$ cat src/rtl/assert_macros.svh
// Assertion macros used by the sequencer RTL
`ifndef ASSERT_MACROS_SVH
`define ASSERT_MACROS_SVH
`ifndef SYNTH
// Check a property on every rising clock edge outside reset
`define ASSERT_CLK(label, clk, rst_n, prop) \
  label: assert property (@(posedge clk) disable iff (!rst_n) prop) else $error("assertion failed");
// Check an implication on every rising clock edge outside reset
`define ASSERT_IMP(label, clk, rst_n, ante, cons) \
  label: assert property (@(posedge clk) disable iff (!rst_n) (ante) |-> (cons)) else $error("assertion failed");
`else
`define ASSERT_CLK(label, clk, rst_n, prop)
`define ASSERT_IMP(label, clk, rst_n, ante, cons)
`endif
`endif

$ cat src/rtl/ufcl_pkg.sv
// Types and constants for the union-find component length filter
package ufcl_pkg;
  localparam int unsigned NODES   = 4096;
  localparam int unsigned IDX_W   = $clog2(NODES);
  localparam int unsigned ID_W    = 12;
  localparam int unsigned LEN_W   = 20;
  localparam int unsigned OVL_W   = 16;
  localparam int unsigned MIN_W   = 31;
  localparam int unsigned SUM_W   = 37;
  localparam int unsigned RANK_W  = 4;
  localparam int unsigned CFG_W   = 31;
  localparam int unsigned ENTRY_W = IDX_W + RANK_W + SUM_W;

  localparam logic [1:0] REQ_DECLARE = 2'd0;
  localparam logic [1:0] REQ_VISIT   = 2'd1;
  localparam logic [1:0] REQ_QUERY   = 2'd2;

  localparam logic CFG_MIN_LEN = 1'b0;
  localparam logic CFG_OVERLAP = 1'b1;

  localparam logic signed [SUM_W-1:0] SUM_MAX = {1'b0, {(SUM_W-1){1'b1}}};
  localparam logic signed [SUM_W-1:0] SUM_MIN = {1'b1, {(SUM_W-1){1'b0}}};
  localparam logic [RANK_W-1:0] RANK_MAX = '1;

  // One node entry: parent link, rank and root length
  typedef struct packed {
    logic [IDX_W-1:0]        parent;
    logic [RANK_W-1:0]       rank;
    logic signed [SUM_W-1:0] length;
  } entry_t;

  // Memory port between the sequencer and the node memory
  typedef struct packed {
    logic             rd_en;
    logic [IDX_W-1:0] rd_addr;
    logic             wr_en;
    logic [IDX_W-1:0] wr_addr;
    entry_t           wr_data;
  } mem_req_t;
endpackage

$ cat src/rtl/ufcl_seq.sv
// Sequencer: decodes requests, walks parent chains, merges and compresses
`include "assert_macros.svh"
module ufcl_seq
  import ufcl_pkg::*;
(
  input  logic               clk_i,
  input  logic               rst_ni,
  input  logic               start_i,
  output logic               busy_o,
  input  logic               clearing_i,
  input  logic [1:0]         req_type_i,
  input  logic [ID_W-1:0]    node_id_i,
  input  logic [LEN_W-1:0]   node_length_i,
  input  logic               starts_path_i,
  input  logic [MIN_W-1:0]   min_len_i,
  input  logic [OVL_W-1:0]   overlap_i,
  output mem_req_t           mem_o,
  input  entry_t             rd_data_i,
  output logic [IDX_W-1:0]   decl_idx_o,
  input  logic               decl_i,
  output logic               decl_set_o,
  output logic               res_valid_o,
  output logic [ID_W-1:0]    queried_node_o,
  output logic [ID_W-1:0]    root_node_o,
  output logic [SUM_W-1:0]   component_length_o,
  output logic               is_long_o,
  output logic               is_known_o
);
  typedef enum logic [3:0] {
    S_IDLE, S_DECODE, S_FIND_RD, S_FIND_WT, S_COMP_RD, S_COMP_WT,
    S_ROOTA_RD, S_ROOTA_WT, S_ROOTB_RD, S_ROOTB_WT, S_LINK
  } state_e;

  state_e            state_q;
  logic [1:0]        kind_q;
  logic [IDX_W-1:0]  id_q, prev_q, cur_q, start_q, root_q, ra_q;
  logic              have_prev_q, second_q, starts_q;
  logic [LEN_W-1:0]  len_q;
  entry_t            ea_q;
  logic [IDX_W-1:0]  hops_q;

  logic [IDX_W-1:0] in_idx;
  assign in_idx = IDX_W'(node_id_i);
  assign decl_idx_o = (state_q == S_IDLE) ? in_idx : id_q;
  assign busy_o = (state_q != S_IDLE) || clearing_i;

  // Saturating merge of two root lengths
  logic signed [SUM_W:0]   sum_wide;
  logic signed [SUM_W-1:0] sum_sat;
  assign sum_wide = {ea_q.length[SUM_W-1], ea_q.length}
                  + {rd_data_i.length[SUM_W-1], rd_data_i.length};
  always_comb begin
    if (sum_wide > $signed({SUM_MAX[SUM_W-1], SUM_MAX})) sum_sat = SUM_MAX;
    else if (sum_wide < $signed({SUM_MIN[SUM_W-1], SUM_MIN})) sum_sat = SUM_MIN;
    else sum_sat = sum_wide[SUM_W-1:0];
  end

  logic signed [SUM_W-1:0] decl_len;
  assign decl_len = $signed({{(SUM_W-LEN_W){1'b0}}, len_q})
                  - $signed({{(SUM_W-OVL_W){1'b0}}, overlap_i});

  // Memory requests
  always_comb begin
    mem_o = '0;
    decl_set_o = 1'b0;
    case (state_q)
      S_DECODE: begin
        if (kind_q == REQ_DECLARE && !decl_i) begin
          decl_set_o = 1'b1;
          mem_o.wr_en = 1'b1;
          mem_o.wr_addr = id_q;
          mem_o.wr_data = '{parent: id_q, rank: '0, length: decl_len};
        end
      end
      S_FIND_RD, S_COMP_RD: begin
        mem_o.rd_en = 1'b1;
        mem_o.rd_addr = cur_q;
      end
      S_COMP_WT: begin
        if (cur_q != root_q) begin
          mem_o.wr_en = 1'b1;
          mem_o.wr_addr = cur_q;
          mem_o.wr_data = '{parent: root_q, rank: rd_data_i.rank,
                            length: rd_data_i.length};
        end
      end
      S_ROOTA_RD: begin
        mem_o.rd_en = 1'b1;
        mem_o.rd_addr = ra_q;
      end
      S_ROOTB_RD: begin
        mem_o.rd_en = 1'b1;
        mem_o.rd_addr = root_q;
      end
      S_ROOTB_WT: begin
        // link lower-rank root below the other
        mem_o.wr_en = 1'b1;
        if (ea_q.rank < rd_data_i.rank) begin
          mem_o.wr_addr = ra_q;
          mem_o.wr_data = '{parent: root_q, rank: ea_q.rank, length: ea_q.length};
        end else begin
          mem_o.wr_addr = root_q;
          mem_o.wr_data = '{parent: ra_q, rank: rd_data_i.rank,
                            length: rd_data_i.length};
        end
      end
      S_LINK: begin
        mem_o.wr_en = 1'b1;
        mem_o.wr_addr = root_q;
        mem_o.wr_data = ea_q;
      end
      default: ;
    endcase
  end

  // Hold state and registered results
  always_ff @(posedge clk_i or negedge rst_ni) begin
    if (!rst_ni) begin
      state_q <= S_IDLE;
      have_prev_q <= 1'b0;
      prev_q <= '0;
      res_valid_o <= 1'b0;
      kind_q <= '0; id_q <= '0; cur_q <= '0; start_q <= '0; root_q <= '0;
      ra_q <= '0; second_q <= 1'b0; ea_q <= '0; hops_q <= '0;
      starts_q <= 1'b0; len_q <= '0;
      queried_node_o <= '0; root_node_o <= '0; component_length_o <= '0;
      is_long_o <= 1'b0; is_known_o <= 1'b0;
    end else begin
      res_valid_o <= 1'b0;
      case (state_q)
        S_IDLE: begin
          if (start_i && !clearing_i) begin
            kind_q <= req_type_i;
            id_q <= in_idx;
            cur_q <= in_idx;
            start_q <= in_idx;
            len_q <= node_length_i;
            starts_q <= starts_path_i;
            hops_q <= '0;
            second_q <= 1'b0;
            state_q <= S_DECODE;
          end
        end
        S_DECODE: begin
          // act on the declared flag read at accept
          state_q <= S_IDLE;
          case (kind_q)
            REQ_VISIT: begin
              if (!decl_i) begin
                if (starts_q) have_prev_q <= 1'b0;
              end else if (!starts_q && have_prev_q) begin
                cur_q <= prev_q; start_q <= prev_q;
                prev_q <= id_q;
                state_q <= S_FIND_RD;
              end else begin
                prev_q <= id_q;
                have_prev_q <= 1'b1;
              end
            end
            REQ_QUERY: begin
              if (decl_i) begin
                state_q <= S_FIND_RD;
              end else begin
                res_valid_o <= 1'b1;
                queried_node_o <= ID_W'(id_q);
                root_node_o <= ID_W'(id_q);
                component_length_o <= '0;
                is_long_o <= 1'b0;
                is_known_o <= 1'b0;
              end
            end
            default: ;
          endcase
        end
        S_FIND_RD: state_q <= S_FIND_WT;
        S_FIND_WT: begin
          // advance along the parent chain
          if (rd_data_i.parent == cur_q || hops_q == IDX_W'(NODES - 1)) begin
            root_q <= cur_q;
            cur_q <= start_q;
            hops_q <= '0;
            state_q <= S_COMP_RD;
          end else begin
            cur_q <= rd_data_i.parent;
            hops_q <= hops_q + 1'b1;
            state_q <= S_FIND_RD;
          end
        end
        S_COMP_RD: state_q <= S_COMP_WT;
        S_COMP_WT: begin
          if (cur_q != root_q) begin
            cur_q <= rd_data_i.parent;
            state_q <= S_COMP_RD;
          end else if (kind_q == REQ_QUERY) begin
            res_valid_o <= 1'b1;
            queried_node_o <= ID_W'(id_q);
            root_node_o <= ID_W'(root_q);
            component_length_o <= rd_data_i.length;
            is_long_o <= rd_data_i.length >= $signed({6'b0, min_len_i});
            is_known_o <= 1'b1;
            state_q <= S_IDLE;
          end else if (!second_q) begin
            second_q <= 1'b1;
            ra_q <= root_q;
            cur_q <= id_q;
            start_q <= id_q;
            state_q <= S_FIND_RD;
          end else if (ra_q == root_q) begin
            state_q <= S_IDLE;
          end else begin
            state_q <= S_ROOTA_RD;
          end
        end
        S_ROOTA_RD: state_q <= S_ROOTA_WT;
        S_ROOTA_WT: begin
          ea_q <= rd_data_i;
          state_q <= S_ROOTB_RD;
        end
        S_ROOTB_RD: state_q <= S_ROOTB_WT;
        S_ROOTB_WT: begin
          // survivor gets the summed length and maybe a bumped rank
          if (ea_q.rank < rd_data_i.rank) begin
            ea_q <= '{parent: root_q, rank: rd_data_i.rank, length: sum_sat};
          end else begin
            root_q <= ra_q;
            ea_q <= '{parent: ra_q,
                      rank: (ea_q.rank == rd_data_i.rank && ea_q.rank != RANK_MAX)
                            ? ea_q.rank + 1'b1 : ea_q.rank,
                      length: sum_sat};
          end
          state_q <= S_LINK;
        end
        S_LINK: state_q <= S_IDLE;
        default: state_q <= S_IDLE;
      endcase
    end
  end

  `ASSERT_IMP(a_no_rw_idle, clk_i, rst_ni, state_q == S_IDLE, !mem_o.rd_en)
  `ASSERT_IMP(a_res_one, clk_i, rst_ni, res_valid_o, $past(busy_o) || $past(start_i))
  `ASSERT_IMP(a_link_diff, clk_i, rst_ni, state_q == S_ROOTB_WT, ra_q != root_q)
endmodule

$ cat config.mk
export PLATFORM = sky130hd
export DESIGN_NAME = ufcl_seq
export DESIGN_NICKNAME = d
export VERILOG_FILES = /design/src/rtl/ufcl_pkg.sv /design/src/rtl/ufcl_seq.sv
export VERILOG_INCLUDE_DIRS = /design/src /design/src/rtl
export SDC_FILE = /design/constraint.sdc
export NUM_CORES = 1
export LEC_CHECK = 0
export ABC_AREA = 0
export BUFFER_PORTS_ARGS = -buffer_cell sky130_fd_sc_hd__buf_2
export CORE_AREA = 2 2 194 215
export CTS_BUF_LIST = sky130_fd_sc_hd__clkbuf_8
export CTS_CLUSTER_DIAMETER = 80
export CTS_CLUSTER_SIZE = 8
export DETAILED_ROUTE_END_ITERATION = 7
export DIE_AREA = 0 0 196 217
export PLACE_DENSITY = 0.74
export SKIP_CTS_REPAIR_TIMING = 1
export SYNTH_ARGS = -nofsm -noshare
export SYNTH_HDL_FRONTEND = slang
export SYNTH_SLANG_ARGS = --single-unit
$ cat constraint.sdc
create_clock -name clk_i -period 4.4 [get_ports clk_i]
set_clock_uncertainty 0.2 [all_clocks]
set_input_delay 0.88 -clock clk_i [delete_from_list [all_inputs] [get_ports clk_i]]
set_output_delay 0.88 -clock clk_i [all_outputs]
set_load 0.01 [all_outputs]
== Word-level counts from Yosys, hierarchy flattened ==
Cells that the tools add are included.

* Bits in registers: 230
* Input bits: 140
* Output and inout port bits: 157
* Word-level logic and storage cells: 173

* Add/sub/neg operators: 4
* Order comparisons: 4
* Equality and inequality tests: 34
* Multiplexer cells: 74
* Bitwise operators: 3
* Reduce and logical (&&, ||, !) cells: 32

{| class="wikitable"
|+ Operators by type and width
! cell !! number
|-
| case mux 66 bit (4 select lines) || 1
|-
| 2-to-1 mux 12 bit || 20
|-
| 2-to-1 mux 37 bit || 6
|-
| 2-to-1 mux 66 bit || 2
|-
| case mux 53 bit (2 select lines) || 1
|-
| case mux 12 bit (2 select lines) || 4
|-
| case mux 37 bit (2 select lines) || 1
|-
| 2-to-1 mux 65 bit || 1
|-
| 2-to-1 mux 53 bit || 1
|-
| case mux 12 bit (4 select lines) || 1
|-
| case mux 4 bit (10 select lines) || 1
|-
| case mux 13 bit (3 select lines) || 1
|-
| adder 37 x 37 -> 38 bit || 1
|-
| greater-than comparator 38 x 37 -> 1 bit (second input constant) || 1
|-
| < comparator 38 x 37 -> 1 bit (second input constant) || 1
|-
| greater-or-equal comparator 37 x 32 -> 1 bit || 1
|-
| case mux 12 bit (3 select lines) || 1
|-
| equality test 12 bit || 2
|-
| inequality test 2 bit (second input constant) || 11
|-
| subtractor 20 x 16 -> 21 bit || 1
|-
| 2-to-1 mux 1 bit || 18
|-
| equality test 4 x 3 -> 1 bit (second input constant) || 4
|-
| 2-to-1 mux 3 bit || 5
|-
| adder 12 x 1 -> 12 bit (second input constant) || 1
|-
| other kinds (33) || 64
|}

== Logic depth before layout (Yosys ltp) ==
* Word-level depth: 6
* Mapped depth: 14
* Mapped depth without buffers: 13

== Worst setup path before layout ==
Ideal clock, no wire load.

* Path kind: input to output
* Start point: input overlap_i[0]
* End point: output mem_o[20] (netlist bit)
* Arrival time: 3570 ps
* Required time: 3320 ps
* Setup slack: -250 ps
* Stages: 13
* Buffers on the path: 1
* Path through: ha_1 -> inv_1 -> fa_1 -> a21oi_1 -> o21ai_1 -> a2111oi_0 -> nor2_1 -> a221oi_2 -> a31oi_1 -> a21o_1 -> a21boi_2 -> buf_4 -> a221o_1

{| class="wikitable"
|+ RTL lines
! what !! line !! text
|-
| from (decl) || ufcl_seq.sv:16 || <nowiki>input logic [OVL_W-1:0] overlap_i,</nowiki>
|-
| to (decl) || ufcl_seq.sv:17 || <nowiki>output mem_req_t mem_o,</nowiki>
|}

==> key figures <==
Die
  – Die area: 42500 um^2
  – Core area: 40600 um^2
  – Die span in x: 196 um
  – Row cnt: 78
  – Initial core utilization: 39.4%
  – IO Pins: 297
  – Die height: 217 um

Routing
  – Wire length per cell: 20.7 um
  – Final WL: 56600 um
  – Vias per cell: 5.88
  – DRT Pass-1 Iters: 8
  – Initial DRC count: 1452
  – Remaining DRCs: 5
  – Antenna Nets Post-Route: 0
  – Vias: 16100

Power
  – Clock power frac: 18.0%
  – Power Total: 0.00899 W
  – Pint: 0.00509 W
  – Sw frac: 43.3%
  – Leak pwr: 9.59 nW
  – Sequential share of power: 35.8%
  – NetSw: 0.00390 W
  – PD cells: 471 nW/um^2
  – Logic pwr share: 46.2%
  – Peak VDD IR: 0.336 mV

Synth
  – Async set-reset flop share out of synthesis: 100%
  – Synthesized area: 16000 um^2
  – Cell count after synthesis: 1925
  – Post-synth cell types: 76
  – Top cells by area, synth: dfrtp_1 (36%), nand2_1 (8.8%), ha_1 (7.3%)
  – Register area share after synthesis: 36.0%
  – Seq cells post-synth: 230
  – Syn_nets: 2160
  – Synthesis Warnings: 0
  – Post-synth EDFFs: 0
  – Largest area contributor in the netlist: dfrtp_1
  – Ys flop type: dfrtp_1
  – Top-area cell type share of the netlist area: 36.0%
  – Syn avg cell area: 8.31 um^2

GRT
  – Antenna violations before repair: 4
  – GR Util All Layers: 26.1%
  – Grt ovf: 0
  – Vias in the first global route: 15600
  – Largest net degree at the start of global routing: 96
  – First-pass GRT wire length: 87400 um

CTS
  – Clock Tree Buf Depth: 3
  – CTS Root Cell: clkbuf_8
  – Insertion delay to the later sink of the worst-skew pair: 0.61 ns
  – Clk sink count: 230
  – Total CTS buffers: 34
  – H-tree depth: 2
  – CTS tree: yes
  – Clk pin slew, worst setup/hold paths: 0.07 ns

Job
  – Max Cap Viol: 0

Outcome
  – Status: complete, but fails checks
  – Failing checks: DRC, setup timing

Timing
  – Worst-margin pin slew: 0.966 ns
  – Period utilisation layout: 109%
  – Final slew viol count: 0
  – Slew margin rel.: 35.4%
  – Max Fclk: 0.209 GHz
  – # setup viols final: 21
  – Final Hold Fails: 0
  – Fin Hold WS: 0.0846 ns
  – Fin worst setup slack: -0.380 ns
  – Tmin final: 4.78 ns
  – RSZ-0062 raised after global routing: yes

Worst setup path
  – WP data required: 3.32 ns
  – Top fanout value on the critical path: 4
  – Worst setup path class: reg2out
  – Worst EP arrival: 3.70 ns
  – Critical Path End Type: output port
  – CP startpoint kind: register

Final layout
  – Final core area utilization: 47.1%
  – Area growth from synthesis to layout: 19.5%
  – Fin nets: 2450
  – # fillers: 3937
  – Layout cells sized above 1: 23.7%

Place
  – GPL Wtd Cong: 0.974
  – PortBufs: 296
  – Worst slack, placed: -0.346 ns
  – HPWL after detailed placement: 41700 um

Worst hold path
  – HP Class: in2async
## area by class of cell
type | instances | area (um^2) | area share (%)
flip-flops and latches | 230 | 5760 | 30.1
repair buffers | 398 | 2350 | 12.3
clock inverters | 2 | 18.8 | 0.0982
diodes | 2 | 5.00 | 0.0262
inverters | 82 | 308 | 1.61
multi-input cells | 1469 | 9520 | 49.8
clock buffers | 36 | 495 | 2.59
well taps | 520 | 651 | 3.41
## synth_stat cells (all sizes together), types with 24 or more instances
cell type and instances:
a22oi 24, nor2 128, nand2 377, nand3 31, nor3 43, inv 82, dfrtp 230, a22o 42
nand2b 27, mux2 37, xor2 45, xnor2 37, a222oi 28, ha 93, clkbuf 126, a21oi 101
a221oi 28, o21ai 133
## worst max-delay path: stages (launching register included)
cell and delay, ns:
dfrtp_1 0.37, inv_2 0.07, ha_4 0.13, inv_2 0.03
fa_2 0.35, a21oi_2 0.17, o21ai_2 0.09, a2111oi_4 0.41
nor2_2 0.08, a221oi_2 0.24, buf_4 0.18, a31oi_4 0.08
a21o_1 0.21, a21boi_4 0.15, buf_12 0.15, clkbuf_16 0.14
a221o_1 0.11, buf_2 0.13
## sequential cells by signal (all words and copies together) (netlist names), 2 cells and up
signal              count
component_length_o     37
cur_q                  12
ea_q                   53
hops_q                 12
id_q                   12
kind_q                  2
len_q                  20
prev_q                 12
queried_node_o         12
ra_q                   12
root_node_o            12
root_q                 12
start_q                12
state_q                 4
## cells in the final DEF, fill, tap and decap left out, drive strengths merged, types with 6 or more instances in the layout
master  Yosys  routed
a22oi      24      24
clkbuf    126      38
o21a       12      12
and3       19      19
or3         6       6
a221oi     28      28
nor2b      16      16
nor4       11      11
a22o       42      42
mux2i      16      16
a21o       18      18
ha         93      93
nand4      17      17
a222oi     28      28
o211ai      9       9
xnor2      37      37
buf        18     396
o21ai     133     133
nor3       43      43
o22ai       8       8
maj3       14      14
a221o      23      23
a21oi     101     101
mux2       37      37
dfrtp     230     230
and2        6       6
a211oi     23      23
inv        82      83
a31oi      20      20
nor2      128     128
xor2       45      45
nand2b     27      27
nand3      31      31
nand2     377     377
a21boi     10      10
o31ai      15      15
## stage by stage
step,instances,setup TNS (ns),instance area (um^2)
after floorplan,1925,0,16000
after global routing,2739,-11.32,19100
final,2739,-7.22,19100
after global placement,2686,-5.60,18300
after CTS,2724,-9.73,18800
after detailed placement,2686,-6.81,18300
## power groups by stage
stage / sequential [W] / clock, W / combinational (W)
6_report: 0.00322 / 0.00162 / 0.00415
5_1_grt: 0.00327 / 0.00173 / 0.00456
4_1_cts: 0.00319 / 0.00166 / 0.00396
3_5_place_dp: 0.00323 / 0 / 0.00394
3_3_place_gp: 0.00321 / 0 / 0.00386
2_1_floorplan: 0.00289 / 0 / 0.00275
## path summary, 6_finish.rpt
kind	start	to	slack, ns	depth (start not counted)
hold / removal	rst_ni	component_length_o[3]$_DFFE_PN0P_	0.08	1
setup reg to reg	ea_q[19]$_DFFE_PN0P_	ea_q[34]$_DFFE_PN0P_	0.76	10
hold reg to reg	queried_node_o[3]$_DFFE_PN0P_	queried_node_o[3]$_DFFE_PN0P_	0.28	2
max in group asynchronous	rst_ni	ea_q[9]$_DFFE_PN0P_	2.89	2
setup / recovery	len_q[0]$_DFFE_PN0P_	mem_o[33]	-0.38	17
min in group clk_i	node_length_i[18]	len_q[18]$_DFFE_PN0P_	0.26	3
## routing by layer
layer  track usage [%]  vias to the layer above  wire (um)
met4              16.2                        4       3440
met1              34.9                     7652      23900
li1                  -                     7452          -
met3              3.66                      176       4350
met2              40.0                      814      24900
met5                 0                        -         29
## logic make-up (layout without fill, tap and decap cells)
| kind of cell | after synthesis | count (layout) | synth area share (%) |
|---|---|---|---|
| AO/OA/AOI/OAI | 534 | 534 | 23.2 |
| XOR/XNOR | 82 | 82 | 4.49 |
| adder cells (fa/ha/maj) | 109 | 109 | 8.43 |
| buffers and inverters | 226 | 518 | 5.49 |
| flip-flops | 230 | 230 | 36.0 |
| multiplexers | 53 | 53 | 3.61 |
| other | 0 | 2 | 0 |
| AND/OR/NAND/NOR | 691 | 691 | 18.7 |
No activity file was read; power rests on OpenSTA's default activity.
